--- src/rtl/qaau_div_cell.sv ---
`default_nettype none
module qaau_div_cell (
    input  logic        clk,
    input  logic        en,
    input  logic [31:0] rem_in,
    input  logic [29:0] num_in,
    input  logic [29:0] quo_in,
    input  logic [31:0] len_in,
    input  logic        neg_in,
    output logic [31:0] rem_out,
    output logic [29:0] num_out,
    output logic [29:0] quo_out,
    output logic [31:0] len_out,
    output logic        neg_out
);
    logic [32:0] cur;
    logic        ge;
    logic [31:0] rem_reg, rem_next;
    logic [29:0] num_reg, quo_reg;
    logic [31:0] len_reg;
    logic        neg_reg;

    // restoring step: remainder stays below the divisor
    always_comb
    begin
        cur      = {rem_in, num_in[29]};
        ge       = (cur >= {1'b0, len_in});
        rem_next = ge ? 32'(cur - {1'b0, len_in}) : cur[31:0];
    end

    always_ff @(posedge clk)
    begin
        if (en)
        begin
            rem_reg <= rem_next;
            num_reg <= {num_in[28:0], 1'b0};
            quo_reg <= {quo_in[28:0], ge};
            len_reg <= len_in;
            neg_reg <= neg_in;
        end
    end

    assign rem_out = rem_reg;
    assign num_out = num_reg;
    assign quo_out = quo_reg;
    assign len_out = len_reg;
    assign neg_out = neg_reg;
endmodule
`default_nettype wire

--- config.mk ---
export PLATFORM = sky130hd
export DESIGN_NAME = qaau_div_cell
export DESIGN_NICKNAME = d
export VERILOG_FILES = /design/src/rtl/qaau_div_cell.sv
export SDC_FILE = /design/constraint.sdc
export NUM_CORES = 1
export LEC_CHECK = 0
export BUFFER_PORTS_ARGS = -buffer_cell sky130_fd_sc_hd__buf_2
export CAP_MARGIN = 20
export CELL_PAD_IN_SITES_DETAIL_PLACEMENT = 0
export CELL_PAD_IN_SITES_GLOBAL_PLACEMENT = 2
export CORE_MARGIN = 2
export CORE_UTILIZATION = 31
export CTS_BUF_LIST = sky130_fd_sc_hd__clkbuf_2 sky130_fd_sc_hd__clkbuf_4 sky130_fd_sc_hd__clkbuf_8
export DETAILED_ROUTE_END_ITERATION = 10
export GPL_ROUTABILITY_DRIVEN = 0
export PLACE_DENSITY_LB_ADDON = 0.1
export SLEW_MARGIN = 20
export SYNTH_ARGS = -nofsm -noshare
export SYNTH_HDL_FRONTEND = slang
export SYNTH_SLANG_ARGS = --single-unit
--- constraint.sdc ---
create_clock -name clk -period 3.06 [get_ports clk]
set_input_delay 0.459 -clock clk [delete_from_list [all_inputs] [get_ports clk]]
set_output_delay 0.459 -clock clk [all_outputs]
set_load 0.01 [all_outputs]
# Word level (Yosys, flattened, before mapping)
# Index checks and enable logic that the tools add are counted.
# Widths: inputs -> output; s select.
# classes
order_cmp	1
addsub	1
mux	1
# op_table
op	n
$ge 33x32->1	1
$mux 32	1
$sub 32x32->32	1
# totals
output_inout_bits	125
word_cells	8
in_bits	127
ff_bits	124

# Longest topological paths before layout
# logic_depth
word_depth	2
ltp_mapped	13

# Worst setup path before layout
# Ideal clock, no wire load.
# synth_path
kind	input to register
from	in len_in[23]
to	reg rem_reg[14], in the netlist rem_out[14] (data pin)
cell_stages	11
t_arrival_ns	2.551
setup_slack_ns	0.249
cell_sequence	inv_1 > ha_1 > buf_6 > and3_1 > o21a_1 > a311oi_2 > o21ai_1 > or3b_1 > o21a_1 > buf_6 > mux2_4
# synth_via
elab_chain_len	2
# synth_rtl
item	line_no	rtl
start, declared	8	input logic [31:0] len_in,
$ge 33x32->1	27	ge = (cur >= {1'b0, len_in});
$mux 32	28	rem_next = ge ? 32'(cur - {1'b0, len_in}) : cur[31:0];
net rem_next[14]	18	logic [31:0] rem_reg, rem_next;
end signal, assigned	35	rem_reg <= rem_next;
end, declared	18	
# The timed path passes the listed nets, and every way through them passes these cells.
# A chain may end at the register's enable or synchronous reset.

# Final worst setup path
# layout_path
from	in num_in[29]
to	reg rem_reg[30], in the netlist rem_out[30] (data pin)
# layout_via
elab_chain_len	2
word_cells_on_any_way	3
classes_between	add/sub (1); order compare (1); mux (1)
# layout_rtl
item	line_no	rtl
start, declared	6	input logic [29:0] num_in,
$sub 32x32->32 or $ge 33x32->1 (tied branches)	28, 27	
$mux 32 (*)	28	
net rem_next[30]	18	
# Mark *: on every way through the listed nets, which the timed path passes. The rest lies on a longest branch.

==> run_results.csv <==
group,metric,value,unit
clock_network,cts-htree-levels,4,
routing,wl_per_cell,15.3,um
synth,avgSynthCellArea,12.5,um2
synth,yosysWarningCount,0,
global_route,grt_pass1_wl,25000,um
sta,min_period,2.76,ns
cells_and_area,drive_gt1_share,45.0,%
clock_network,cts_resized,0,
clock_network,cts_root_buf,"clkbuf_8",
synth,syn_area,0.00606,mm2
sta,slew_headroom,66.9,%
cells_and_area,nFillCells,1887,
routing,drtAntennaViolNets,0,
routing,drtPass1Iterations,4,
sta,rsz0062_at_grt,"no",
pwr,internal-power,3.27,mW
die,die_area,0.0207,mm2
sta,final.period_utilization,90.1,%
global_route,grt_overflow,0,
setup_path,critPathMaxStageDelay,0.48,ns
cells_and_area,final_cells,1088,
pwr,pwr-share-clk,32.0,%
setup_path,critPathTopFamily,"compound AO/OA/AOI/OAI gates",
cells_and_area,fin_area,0.00853,mm2
clock_network,cts_hold_buf,0,
clock_network,numCtsBuffers,17,
sta,fmax,0.363,GHz
global_route,antenna_found_initial,1,
cells_and_area,final_cell_mix,"buf_2, edfxtp_1, buf_4",
setup_path,worstPathArrival,2.97,ns
hold_path,hp-class,"in -> reg",
pwr,p_per_area,550,mW/mm2
setup_path,setup.worst_path.end_class,"flop",
pwr,power_frac_comb,22.9,%
global_route,grt_pass1_vias,4841,
clock_network,clockBufferDepth,2,
die,placementRows,51,
pwr,switching_share,30.2,%
setup_path,critical_path.slowest_cell,"o31ai_1",
die,core_area,0.0193,mm2
place,dp_hpwl,13200,um
hold_path,holdCritStartpoint,"quo_in[3]",
setup_path,path_class,"in -> reg",
setup_path,critPathLaunchType,"input port",
sta,fin_ws,0.303,ns
sta,finalSetupViolations,0,
pwr,p_seq_share,45.1,%
cells_and_area,final_common_cell,"buf_2",
routing,vias_per_cell,4.42,
cells_and_area,multiInputGateArea,0.00205,mm2
sta,final_hold_viol_count,0,
sta,tightest_slew,0.484,ns
setup_path,crit_fanout,6,
routing,num_vias,4814,
synth,syn_nets,645,
synth,synth_edf_count,124,
synth,ys_types,50,
synth,async_flop_share,0,%
global_route,grt_usage,15.9,%
cells_and_area,area_delta_synth_final,40.6,%
synth,synth_ff_type,"edfxtp_1",
cells_and_area,layout.nets,969,
die,fp.dieH,144,um
outcome,status,"finished clean",
job,maxCapViolCount,0,
routing,wl,16700,um
die,top_level_ports,252,
pwr,leakage,3.88,nW
sta,slew_viol_final,0,
synth,synth_cells,485,
place,place_ws,-0.181,ns
setup_path,cp_data_required_time,3.27,ns
setup_path,cp-startpoint,"num_in[29]",
place,place_area,0.00812,mm2
routing,drtIter0Drc,191,
pwr,p_switching,1.41,mW
cells_and_area,seqCellArea,0.00372,mm2
clock_network,cts_setup_buffers,0,
die,die_w,144,um
clock_network,clkTransAtPathRegs,0.09,ns
setup_path,crit_buf_inv,3,
place,place_inst,1055,
routing,drcViolationCount,0,
clock_network,tritoncts,"built",
pwr,ir_worst_vdd,0.000236,V
global_route,grt_max_degree,56,
clock_network,cts_num_sinks,124,
place,portBuffers,249,
cells_and_area,fin_util,44.1,%
synth,ys_ff_latch,124,
die,start_util,31.4,%
synth,ys_seq_area_share,61.4,%
setup_path,crit_chain,"buf_2 -> inv_1 -> ha_1 -> fa_1 -> nor2b_1 -> o2111ai_1 -> a21oi_1 -> o31ai_1 -> a21oi_2 -> buf_4 -> a211oi_1 -> xnor2_1 -> mux2_4",
per-stage QoR:
stage	total power [mW]	hold slack, ns	TNS [ns]
2_1_floorplan	2.71	0.558	0
3_3_place_gp	3.24	0.636	-0.931
3_5_place_dp	3.24	0.637	-1.25
4_1_cts	4.78	0.135	0
5_1_grt	4.95	0.136	0
6_report	4.69	0.172	0
cell usage after synthesis, drive strengths merged, types with 4 or more instances:
cell / number / area [um2]
o31ai: 7 / 52.6
o21ai: 21 / 105
nand2b: 7 / 43.8
nand2: 24 / 90.1
edfxtp: 124 / 3720
xor2: 10 / 87.6
nand3: 8 / 40.0
buf: 12 / 96.3
o21bai: 5 / 37.5
inv: 46 / 173
a2111oi: 4 / 36.3
clkbuf: 6 / 22.5
xnor2: 16 / 140
a21o: 8 / 60.1
nand4: 8 / 50.1
mux2: 8 / 120
o21a: 6 / 45.0
ha: 32 / 400
nor2: 37 / 139
a21oi: 55 / 279
state kept, by name (all words and copies together) (netlist names):
signal   flops
len_out     32
rem_out     32
quo_out     30
num_out     29
neg_out      1
layout make-up:
cell class	instances	area share [%]
diodes	1	0.0294
clock buffers	17	2.74
clock inverters	15	1.97
inverters	46	2.03
multi-input cells	297	24.0
flip-flops and latches	124	43.7
well taps	265	3.89
repair buffers	323	21.6
layer usage:
layer | up-vias | track usage, % | part of all wire, %
met5 | - | 0 | 0
met2 | 168 | 26.8 | 48
met4 | 0 | 5.93 | 1.5
met1 | 2206 | 19.4 | 43
li1 | 2425 | - | -
met3 | 15 | 4.37 | 6.6
power by group through the flow:
| stage | registers [mW] | clock network, mW | logic, mW |
|---|---|---|---|
| 2_1_floorplan | 2.26 | 0 | 0.455 |
| 3_3_place_gp | 2.15 | 0 | 1.09 |
| 3_5_place_dp | 2.16 | 0 | 1.09 |
| 4_1_cts | 2.12 | 1.56 | 1.09 |
| 5_1_grt | 2.13 | 1.62 | 1.19 |
| 6_report | 2.12 | 1.50 | 1.07 |
logic make-up after synthesis:
logic type               Yosys count  share of synthesized area [%]
AO/OA/AOI/OAI                    120                           12.1
other                              1                         0.0619
flip-flops                       124                           61.4
XOR/XNOR                          26                           3.76
multiplexers                      10                           2.31
adder cells (fa/ha/maj)           33                           6.93
buffers and inverters             64                           4.81
AND/OR/NAND/NOR                  107                           8.63
worst paths after layout:
kind	depth (start not counted)	end	slack, ns
worst max-delay path	13	rem_out[30]$_DFFE_PP_	0.30
worst min-delay path	1	quo_out[4]$_DFFE_PP_	0.17
Note: power is estimated with default switching activity, not from simulation.
