**src/rtl/qaau_sqrt_cell.sv**
```systemverilog
`default_nettype none
module qaau_sqrt_cell (
    input  logic        clk,
    input  logic        en,
    input  logic [33:0] rem_in,
    input  logic [31:0] root_in,
    input  logic [63:0] v_in,
    output logic [33:0] rem_out,
    output logic [31:0] root_out,
    output logic [63:0] v_out
);
    logic [35:0] cur;
    logic [35:0] trial;
    logic        ge;
    logic [33:0] rem_reg, rem_next;
    logic [31:0] root_reg, root_next;
    logic [63:0] v_reg, v_next;

    // one root bit per cell, two radicand bits shifted in
    always_comb
    begin
        cur       = {rem_in, v_in[63:62]};
        trial     = {2'b00, root_in, 2'b01};
        ge        = (cur >= trial);
        rem_next  = ge ? 34'(cur - trial) : cur[33:0];
        root_next = {root_in[30:0], ge};
        v_next    = {v_in[61:0], 2'b00};
    end

    always_ff @(posedge clk)
    begin
        if (en)
        begin
            rem_reg  <= rem_next;
            root_reg <= root_next;
            v_reg    <= v_next;
        end
    end

    assign rem_out  = rem_reg;
    assign root_out = root_reg;
    assign v_out    = v_reg;
endmodule
`default_nettype wire

```
**config.mk**
```make
export PLATFORM = sky130hd
export DESIGN_NAME = qaau_sqrt_cell
export DESIGN_NICKNAME = d
export VERILOG_FILES = /design/src/rtl/qaau_sqrt_cell.sv
export SDC_FILE = /design/constraint.sdc
export NUM_CORES = 1
export LEC_CHECK = 0
export ABC_CLOCK_PERIOD_IN_PS = 3400
export BUFFER_PORTS_ARGS = -buffer_cell sky130_fd_sc_hd__buf_2
export CELL_PAD_IN_SITES_DETAIL_PLACEMENT = 0
export CELL_PAD_IN_SITES_GLOBAL_PLACEMENT = 1
export CORE_ASPECT_RATIO = 0.9
export CORE_MARGIN = 2
export CORE_UTILIZATION = 37
export DETAILED_ROUTE_END_ITERATION = 12
export GPL_TIMING_DRIVEN = 0
export PLACE_DENSITY_LB_ADDON = 0.1
export SLEW_MARGIN = 20
export SYNTH_ARGS = -nofsm -noshare
export SYNTH_HDL_FRONTEND = slang
export SYNTH_SLANG_ARGS = --single-unit
```
**constraint.sdc**
```tcl
create_clock -name clk -period 3.4 [get_ports clk]
set_input_delay 0.68 -clock clk [delete_from_list [all_inputs] [get_ports clk]]
set_output_delay 0.68 -clock clk [all_outputs]
set_load 0.02 [all_outputs]
```
# ---- After elaboration in Yosys (flattened, before gate mapping)
# Cells that the tools add are included.
dict set report totals {
  elab_cells 6
  register_bits 128
  in_bits 132
  output_inout_bits 130
}
dict set report classes {
  n_mux 1
  magnitude_cmp 1
  n_addsub 1
}
# cell n
set op_table {}
lappend op_table {{>= comparator 36 x 34 -> 1 bit} 1}
lappend op_table {{2-to-1 mux 34 bit} 1}
lappend op_table {{subtractor 34 bit} 1}

# ---- Longest topological paths before layout
# Gate-level depths: netlist (run 1).
dict set report depth {
  ltp_word 2
  mapped_depth 13
  depth_no_buf 10
}

# ---- Least setup slack after synthesis (run 1)
# No wires, ideal clock.
dict set report synth_path {
  kind {input port to flip-flop}
  from {input root_in[9]}
  to {register rem_reg[27], in the netlist rem_out[27], data pin}
  setup_ns 0.260
  arrival_time_ns 2.662
  path_stages 10
  n_path_buf 0
  setup_slack_ns 0.477
  path_cell_list {inv_1 ha_1 a21o_1 a31o_1 a211oi_4 o211ai_2 a21bo_2 mux2i_1 o221ai_1 mux2_4}
}
dict set report synth_between {
  elab_chain_len 2
  word_cells_on_any_way 3
  classes_between {1 x add/sub; 1 x order compare; 1 x mux}
}
# element line_no
set synth_lines {}
lappend synth_lines {{start, declared} 6} ;# input logic [31:0] root_in,
lappend synth_lines {{subtractor 34 bit / >= comparator 36 x 34 -> 1 bit (equally long branches)} {25, 24}}
lappend synth_lines {{2-to-1 mux 34 bit (*)} 25} ;# rem_next = ge ? 34'(cur - trial) : cur[33:0];
lappend synth_lines {{net rem_next[27]} 15} ;# logic [33:0] rem_reg, rem_next;
lappend synth_lines {{end signal, assigned} 34} ;# rem_reg <= rem_next;
lappend synth_lines {{end, declared} 15}
# Mark *: on every way through the listed nets, which the timed path passes. The rest lies on a longest branch.
# A chain may end at the register's enable or synchronous reset.

# ---- Worst setup path after layout (run 1)
dict set report layout_path {
  from {input rem_in[7]}
  to {register rem_reg[33], in the netlist rem_out[33], data pin}
}
dict set report layout_between {
  elab_chain_len 2
  word_cells_on_any_way 3
  classes_between {1 x add/sub; 1 x order compare; 1 x mux}
}
# element line_no
set layout_lines {}
lappend layout_lines {{start, declared} 5} ;# input logic [33:0] rem_in,
lappend layout_lines {{subtractor 34 bit / >= comparator 36 x 34 -> 1 bit (equally long branches)} {25, 24}}
lappend layout_lines {{2-to-1 mux 34 bit (*)} 25}
lappend layout_lines {{net rem_next[33]} 15}
# Marked as above.

==> impl_metrics.env, run 1 <==
export IMPL_routed_wl_um=16800
export IMPL_worstHoldPathType="primary input to register"
export IMPL_cts_hold_buffers_added=0
export IMPL_final_util=0.508
export IMPL_postRouteAntennaNets=0
export IMPL_grt_antenna_before_repair=0
export IMPL_synth_largest_area_cell="edfxtp_1"
export IMPL_rsz0062_at_grt="no"
export IMPL_outcome="completed"
export IMPL_cpPeakStageDelay_ns=0.34
export IMPL_post_synth_mux_area_share=0.00872
export IMPL_grt_start_max_net_pins=85
export IMPL_cp_common_cell="buf_2"
export IMPL_synth_fa_ha_area_frac=0.0674
export IMPL_routabilityCongestion=0.777
export IMPL_max_cap_violations=0
export IMPL_postSynthAreaPerCell_um2=12.5
export IMPL_floorplan_io_pins=262
export IMPL_drt_iter0_drc=225
export IMPL_first_global_vias=4844
export IMPL_design_area_um2=8520
export IMPL_worst_setup_path_startpoint="rem_in[7]"
export IMPL_dominant_combinational_cell_family_by_area_after_synthesis="compound AO/OA/AOI/OAI gates"
export IMPL_synth_seq_cells=128
export IMPL_clock_fmax_ghz=0.326
export IMPL_placed_area_um2=7910
export IMPL_vias_per_cell=4.91
export IMPL_worst_pin_slew_ns=0.700
export IMPL_arrival_time_of_the_worst_setup_path_ns=3.28
export IMPL_synth_cell_area_um2=6310
export IMPL_timing_final_setup_violations=0
export IMPL_grt_usage=0.182
export IMPL_clkSinkCount=128
export IMPL_initial_utilization=0.376
export IMPL_drc_errors_left=0
export IMPL_yosys_area_top_type_share=0.609
export IMPL_cellLeakagePower_uw=0.00382
export IMPL_area_growth_pct=35.0
export IMPL_cts_root_buf="clkbuf_16"
export IMPL_n_antenna_cell=0
export IMPL_cts_inserted_buffers=17
export IMPL_die_height_um=128
export IMPL_tritoncts="yes"
export IMPL_floorplan_die_width_um=142
export IMPL_cts_setup_buffers=0
export IMPL_power_per_cell_area_nw_per_um2=567
export IMPL_synth_enable_flop_cells=128
export IMPL_die_area_um2=18100
export IMPL_cp_required_ns=3.61
export IMPL_critical_path_cell_chain="buf_2 -> ha_1 -> buf_2 -> a21o_1 -> o41ai_2 -> o211ai_1 -> a211oi_1 -> o21a_1 -> buf_6 -> buf_2 -> nand2_1 -> o41ai_2"
export IMPL_min_period_ns=3.07
export IMPL_synth_main_ff_cell="edfxtp_1"
export IMPL_final_setup_worst_slack_ns=0.332
export IMPL_synth_xor_xnor_area_share=0.0374
export IMPL_rows=45
export IMPL_fin_crit_sh=0.902
export IMPL_cts_clk_pin_slew_worst_paths_ns=0.06
export IMPL_place_detailed_hpwl_um=12800
export IMPL_worst_ir_drop_vdd_mv=0.328
export IMPL_fill_cells=1568
export IMPL_fraction_of_final_layout_cells_sized_beyond_drive_strength_1=0.405
export IMPL_slew_headroom=0.531
export IMPL_synth_area_leaders="edfxtp_1 61%, ha_1 6.7%, nand2_1 3.4%"
export IMPL_synth_simple_gate_area_share=0.0888
export IMPL_portion_of_the_post_synthesis_area_used_by_sequential_elements=0.609
export IMPL_post_synth_num_cell_types=62
export IMPL_report_power_total_uw=4830
export IMPL_dp_slack_ns=-0.117
export IMPL_grt_first_pass_wirelength_um=25300
export IMPL_wl_per_cell_um=16.6
export IMPL_setup_total_negative_slack_ns=0
export IMPL_cts_max_level=4
export IMPL_postSynth_asyncResetShare=0
export IMPL_setup_worst_path_end_class="register"
export IMPL_worstPathMaxFanout=10
export IMPL_grt_ovfl_total=0
export IMPL_critical_path_slowest_cell="a211oi_1"
export IMPL_cts_resized=0
export IMPL_cts_buffer_depth=2
export IMPL_design_final_nets=953
export IMPL_synthesis_yosys_warnings=0
export IMPL_setup_worst_path_class="primary input to register"
export IMPL_synth_compound_gate_area_share=0.148
export IMPL_post_synth_inst_count=507
export IMPL_worst_setup_sp_type="primary input"
export IMPL_report_final_slew_viol_count=0
export IMPL_critical_path_endpoint="rem_out[33]$_DFFE_PP_"
export IMPL_place_port_buffers=259
export IMPL_via_count=4963
export IMPL_drt_first_pass_iters=4
export IMPL_coreArea_um2=16800
export IMPL_hold_viol=0
## cell usage in the layout, fill, tap and decap left out, drive strengths merged, types with 2 or more instances in the layout
master	instances
a21o	20
and3	5
a21boi	2
a21oi	28
o31a	2
nand4	7
nor3	10
bufinv	3
and2	5
a211oi	2
buf	269
clkinv	6
o21a	3
a31o	2
o41ai	3
edfxtp	128
nand2	58
inv	47
clkbuf	25
o31ai	5
xnor2	14
o221ai	2
nor2	18
conb	2
ha	34
mux2i	4
nand3	6
nand2b	5
o21ai	46
o211ai	3
a31oi	5
xor2	13
## synth_stat cells (4+ instances only)
cell type and n:
a21o_1 19, a21oi_1 28, a31oi_1 4, buf_2 6, clkbuf_1 4, edfxtp_1 128
ha_1 34, inv_1 42, mux2i_1 4, nand2_1 58, nand2b_1 5, nand3_1 6
nand4_1 6, nor2_1 18, nor3_1 10, o21ai_0 41, o21ai_1 4, o31ai_1 4
xnor2_1 14, xor2_1 13
## layer usage
layer	GRT usage	share of wire	vias up
met1	0.235	0.45	2338
met2	0.294	0.47	183
met3	0.0635	0.079	11
li1	-	-	2431
met4	0.0494	0.0060	0
met5	0	0	-
## final cells by class
class,instances,area (µm²),share of cell area
well taps,211,264,0.0310
flip-flops and latches,128,3840,0.451
clock buffers,18,429,0.0504
clock inverters,14,180,0.0211
repair buffers,260,1330,0.156
multi-input cells,321,2220,0.260
inverters,43,163,0.0191
plain buffers,16,95.1,0.0112
## flip-flops by register name, indices dropped and copies added, names as in the netlist
register	cells
v_out	62
rem_out	34
root_out	32
## worst min path at each step
stage	slack, ns	to	depth (start not counted)	start
3_5_place_dp	0.86	v_out[50]$_DFFE_PP_	1	v_in[48]
5_1_grt	0.41	v_out[52]$_DFFE_PP_	1	v_in[50]
6_report	0.43	v_out[43]$_DFFE_PP_	1	v_in[41]
4_1_cts	0.41	v_out[45]$_DFFE_PP_	1	v_in[43]
3_3_place_gp	0.86	v_out[54]$_DFFE_PP_	1	v_in[52]
2_1_floorplan	0.78	root_out[10]$_DFFE_PP_	0	root_in[9]
## stage by stage
| step | hold WS, ns | instances |
|---|---|---|
| floorplan | 0.779 | 508 |
| global placement | 0.857 | 978 |
| detailed placement | 0.859 | 979 |
| CTS | 0.411 | 1011 |
| global route | 0.409 | 1011 |
| finish | 0.434 | 1011 |
## where the power goes
group | total, µW | internal, µW | leakage (µW) | switching (µW)
combinational | 973 | 358 | 0.00227 | 615
clock | 1890 | 1170 | 0.000294 | 727
sequential | 1970 | 1930 | 0.00125 | 34.7
## logic make-up after synthesis
group,after synthesis
compound gates,133
flops,128
simple gates,120
buf+inv,59
fa+ha+maj,34
xor+xnor,27
mux,5
other cells,1
## critical path: cells and delay by family
family	cells	cell delay [ns]
compound gates	6	1.47
buf+inv	4	0.71
simple gates	1	0.13
fa+ha+maj	1	0.27
Power figures use the tool's default switching activity.
==> run 2: changes to the inputs <==
- REMOVE_ABC_BUFFERS: not set -> 1
- SLEW_MARGIN: 20 -> not set
==> run 2 against run 1 <==
Against the previous run: combinational power fell by 1%; worst hold slack improved by 0.0015 ns; total power decreased by 0.87%; worst setup slack about the same; critical path depth shrank 3; fmax unchanged; wire length down 3.5%; via count shrank 1.7%; final cell count decreased by 1.3%; sequential share of layout area grew 0.39 points; sequential cell count is the same; sequential power is essentially flat; critical path type unchanged; largest power group unchanged; highest routed layer unchanged.
==> impl_metrics.env, run 2 (same netlist as run 1, synthesis figures left out) <==
export IMPL_commonest_non_fill_non_tap_cell_in_the_layout="buf_2"
export IMPL_routabilityCongestion=0.780
export IMPL_slew_headroom=0.547
export IMPL_cpPeakStageDelay_ns=0.40
export IMPL_rows=45
export IMPL_design_final_nets=938
export IMPL_via_count=4877
export IMPL_worst_ir_drop_vdd_mv=0.335
export IMPL_report_final_slew_viol_count=0
export IMPL_worst_setup_sp_type="primary input"
export IMPL_groute_layer_met1_usage=0.225
export IMPL_die_height_um=128
export IMPL_cts_resized=0
export IMPL_cp_required_ns=3.58
export IMPL_share_of_total_power_in_the_clock_network=0.389
export IMPL_design_area_um2=8450
export IMPL_drt_iter0_drc=199
export IMPL_power_share_switching=0.292
export IMPL_worstHoldPathType="primary input to register"
export IMPL_place_port_buffers=259
export IMPL_area_growth_pct=33.8
export IMPL_cts_hold_buffers_added=0
export IMPL_cts_max_level=4
export IMPL_internal_power_uw=3390
export IMPL_drt_first_pass_iters=5
export IMPL_cp_num_buf_inv=2
export IMPL_met2_usage=0.277
export IMPL_cts_root_buf="clkbuf_16"
export IMPL_final_setup_worst_slack_ns=0.332
export IMPL_gr_max_usage_layer="met2"
export IMPL_cellLeakagePower_uw=0.00376
export IMPL_combinationalPowerShare=0.200
export IMPL_grt_antenna_before_repair=2
export IMPL_first_global_vias=4732
export IMPL_initial_utilization=0.376
export IMPL_cells_after_dpl=964
export IMPL_tritoncts="yes"
export IMPL_grt_util_met3=0.0691
export IMPL_outcome="completed"
export IMPL_grt_start_max_net_pins=85
export IMPL_vias_per_cell=4.89
export IMPL_mostFrequentLayoutCells="258 x buf_2, 128 x edfxtp_1, 58 x nand2_1"
export IMPL_setup_worst_path_class="primary input to register"
export IMPL_floorplan_die_width_um=142
export IMPL_netSwitchingPower_uw=1400
export IMPL_die_area_um2=18100
export IMPL_timing_critical_path_max_delay_family="compound AO/OA/AOI/OAI gates"
export IMPL_arrival_time_of_the_worst_setup_path_ns=3.24
export IMPL_timing_final_setup_violations=0
export IMPL_postRouteAntennaNets=0
export IMPL_wl_per_cell_um=16.2
export IMPL_cts_setup_buffers=0
export IMPL_coreArea_um2=16800
export IMPL_worst_pin_slew_ns=0.672
export IMPL_largest_register_ff_count=62
export IMPL_clock_fmax_ghz=0.326
export IMPL_cts_clk_pin_slew_worst_paths_ns=0.07
export IMPL_cts_inserted_buffers=17
export IMPL_rsz0062_at_grt="no"
export IMPL_grt_usage=0.175
export IMPL_power_share_sequential=0.410
export IMPL_power_per_cell_area_nw_per_um2=567
export IMPL_fill_cells=1587
export IMPL_fraction_of_final_layout_cells_sized_beyond_drive_strength_1=0.401
export IMPL_max_cap_violations=0
export IMPL_dp_slack_ns=-0.259
export IMPL_place_detailed_hpwl_um=12500
export IMPL_routed_wl_um=16200
export IMPL_stdcell_count=998
export IMPL_min_period_ns=3.07
export IMPL_cts_buffer_depth=2
export IMPL_setup_worst_path_end_class="register"
export IMPL_clkSinkCount=128
export IMPL_drc_errors_left=0
export IMPL_grt_first_pass_wirelength_um=24600
export IMPL_fin_crit_sh=0.902
export IMPL_grt_ovfl_total=0
export IMPL_critical_path_cell_chain="buf_2 -> ha_1 -> a21o_1 -> o41ai_2 -> o211ai_1 -> a211oi_1 -> o21a_4 -> clkinv_2 -> mux2_4"
export IMPL_hold_viol=0
export IMPL_floorplan_io_pins=262
export IMPL_critical_path_slowest_cell="ha_1"
export IMPL_placed_area_um2=7840
export IMPL_worstPathMaxFanout=26
## run 2: through the flow
step,total power [µW],setup TNS (ns),util,hold WS [ns]
2_1_floorplan,2590,-7.76,-,0.779
3_3_place_gp,2950,-44.53,0.464,0.858
3_5_place_dp,2970,-4.05,0.467,0.858
4_1_cts,4840,0,0.503,0.420
5_1_grt,5000,0,0.503,0.416
6_report,4790,0,0.504,0.436
## run 2: final timing paths
| check | from | endpoint | slack [ns] | cells past startpoint |
|---|---|---|---|---|
| setup / recovery | rem_in[7] | rem_out[27]$_DFFE_PP_ | 0.33 | 9 |
| hold / removal | v_in[49] | v_out[51]$_DFFE_PP_ | 0.44 | 1 |
## run 2: power groups by stage
stage               Clock (µW)  Combinational (µW)  Sequential, µW
CTS                       1910                 969            1970
global route              1970                1050            1980
detailed placement           0                 966            2000
global placement             0                 951            2000
floorplan                    0                 377            2220
finish                    1870                 959            1970
## run 2: layout make-up
cell class | count | area, µm² | area share
inverter | 43 | 163 | 0.0193
timing repair buffer | 261 | 1350 | 0.160
clock buffer | 17 | 425 | 0.0504
clock inverter | 15 | 173 | 0.0204
tap | 211 | 264 | 0.0312
antenna | 2 | 5.00 | 0.000592
sequential | 128 | 3840 | 0.455
multi-input combinational | 321 | 2220 | 0.263
## run 2: per-layer routing
layer  wire length (µm)  up-vias
li1                   -     2408
met1               7120     2278
met5                  0        -
met2               7450      180
met4                142        0
met3               1470       11
==> run 3: changes to the inputs <==
- CORE_UTILIZATION: 37 -> 35
==> run 3 against run 2 <==
Against the previous run: sequential cell count did not move; utilization fell by 2.3 points; first-iteration DRC count up 31%; fmax shrank 1.8%; die area grew 5.5%; sequential power barely moved; clock-buffer cell count stayed put; via count down 0.29%; worst hold slack better by 0.0038 ns; cell area up 0.44%; highest routed layer is now met5; final cell count is 2.9% higher; combinational power about the same.
==> impl_metrics.env, run 3 (same netlist as run 1, synthesis figures left out) <==
export IMPL_die_area_um2=19100
export IMPL_arrival_time_of_the_worst_setup_path_ns=3.29
export IMPL_tritoncts="yes"
export IMPL_critical_path_slowest_cell="o21a_2"
export IMPL_area_growth_pct=34.4
export IMPL_cts_hold_buffers_added=0
export IMPL_setup_worst_path_class="primary input to register"
export IMPL_worst_setup_sp_type="primary input"
export IMPL_whs_path_depth=1
export IMPL_clock_fmax_ghz=0.320
export IMPL_die_height_um=131
export IMPL_report_final_slew_viol_count=0
export IMPL_coreArea_um2=17700
export IMPL_worst_pin_slew_ns=0.703
export IMPL_grt_antenna_before_repair=3
export IMPL_rsz0062_at_grt="no"
export IMPL_vias_per_cell=4.74
export IMPL_floorplan_die_width_um=146
export IMPL_place_detailed_hpwl_um=12800
export IMPL_worstPathMaxFanout=21
export IMPL_grt_ovfl_total=0
export IMPL_cts_root_buf="clkbuf_16"
export IMPL_fraction_of_final_layout_cells_sized_beyond_drive_strength_1=0.402
export IMPL_critical_path_cell_count=10
export IMPL_critical_path_cell_chain="buf_2 -> inv_1 -> ha_1 -> a21o_1 -> o41ai_2 -> o211ai_1 -> a211oi_1 -> o21a_2 -> clkinv_2 -> mux2_4"
export IMPL_slew_headroom=0.526
export IMPL_initial_utilization=0.357
export IMPL_wl_per_cell_um=16.1
export IMPL_fin_crit_sh=0.918
export IMPL_grt_start_max_net_pins=85
export IMPL_timing_critical_path_max_delay_family="compound AO/OA/AOI/OAI gates"
export IMPL_timing_final_setup_violations=0
export IMPL_commonest_non_fill_non_tap_cell_in_the_layout="buf_2"
export IMPL_cts_setup_buffers=0
export IMPL_design_final_nets=938
export IMPL_place_port_buffers=259
export IMPL_sequential_cell_area_um2=3840
export IMPL_setup_worst_path_end_class="register"
export IMPL_postRouteAntennaNets=0
export IMPL_routed_wl_um=16500
export IMPL_cp_num_buf_inv=3
export IMPL_worstHoldPathType="primary input to register"
export IMPL_largest_register_ff_count=62
export IMPL_drc_errors_left=0
export IMPL_drt_first_pass_iters=5
export IMPL_cp_required_ns=3.56
export IMPL_drt_iter0_drc=260
export IMPL_power_per_cell_area_nw_per_um2=566
export IMPL_floorplan_io_pins=262
export IMPL_routabilityCongestion=0.780
export IMPL_worst_ir_drop_vdd_mv=0.321
export IMPL_first_global_vias=4911
export IMPL_worst_setup_path_startpoint="root_in[7]"
export IMPL_final_setup_worst_slack_ns=0.277
export IMPL_cellLeakagePower_uw=0.00376
export IMPL_max_cap_violations=0
export IMPL_multi_input_comb_area_um2=2220
export IMPL_mostFrequentLayoutCells="258 x buf_2, 128 x edfxtp_1, 58 x nand2_1"
export IMPL_min_period_ns=3.12
export IMPL_outcome="completed"
export IMPL_critical_path_endpoint="rem_out[27]$_DFFE_PP_"
export IMPL_hold_viol=0
export IMPL_cts_resized=0
export IMPL_clkSinkCount=128
export IMPL_cts_inserted_buffers=17
export IMPL_via_count=4863
export IMPL_dp_slack_ns=-0.209
export IMPL_placed_area_um2=7880
export IMPL_cts_buffer_depth=2
export IMPL_cts_max_level=4
export IMPL_rows=46
export IMPL_grt_first_pass_wirelength_um=26100
export IMPL_design_area_um2=8490
export IMPL_fill_cells=1655
export IMPL_grt_usage=0.172
export IMPL_cts_clk_pin_slew_worst_paths_ns=0.06
export IMPL_cpPeakStageDelay_ns=0.45
[run 3: changes by cell type in the layout (fill, tap and decap cells not counted)]
cell	before	now
o21a_2	0	1
diode_2	2	3
bufinv_16	2	3
o21a_4	1	0
clkinv_4	3	2
clkinv_1	1	0
clkinv_2	1	3
inv_8	2	0
[run 3: cell type report]
| type | instances | area share |
|---|---|---|
| sequential | 128 | 0.453 |
| inverter | 43 | 0.0192 |
| multi-input combinational | 321 | 0.261 |
| antenna | 3 | 0.000885 |
| clock inverter | 14 | 0.0209 |
| timing repair buffer | 261 | 0.159 |
| tap | 240 | 0.0354 |
| clock buffer | 17 | 0.0501 |
[run 3: where the power goes]
group	switching (µW)	leakage, µW	internal, µW
combinational	607	0.00222	353
clock	714	0.000295	1160
sequential	34.7	0.00125	1930
total	1360	0.00376	3450
[run 3: worst min path at each step]
stage,from,to
after floorplan,root_in[9],root_out[10]$_DFFE_PP_
after global placement,v_in[1],v_out[3]$_DFFE_PP_
after detailed placement,v_in[39],v_out[41]$_DFFE_PP_
after CTS,v_in[1],v_out[3]$_DFFE_PP_
after global routing,v_in[1],v_out[3]$_DFFE_PP_
final,v_in[1],v_out[3]$_DFFE_PP_
[run 3: per-layer routing]
metal  GRT usage  share of wire  vias to the layer above
met5           0         0.0016                        -
met4      0.0408         0.0062                        4
met3      0.0670          0.088                       10
met2       0.275           0.47                      209
met1       0.220           0.44                     2230
li1            -              -                     2410
[run 3: through the flow]
stage	power, µW	util	hold slack [ns]	cells	TNS (ns)
3_5_place_dp	2970	0.446	0.858	993	-3.63
6_report	4800	0.480	0.440	1027	0
5_1_grt	5020	0.480	0.415	1024	0
3_3_place_gp	2960	0.443	0.857	991	-47.59
2_1_floorplan	2590	-	0.779	492	-7.76
4_1_cts	4870	0.480	0.421	1024	0
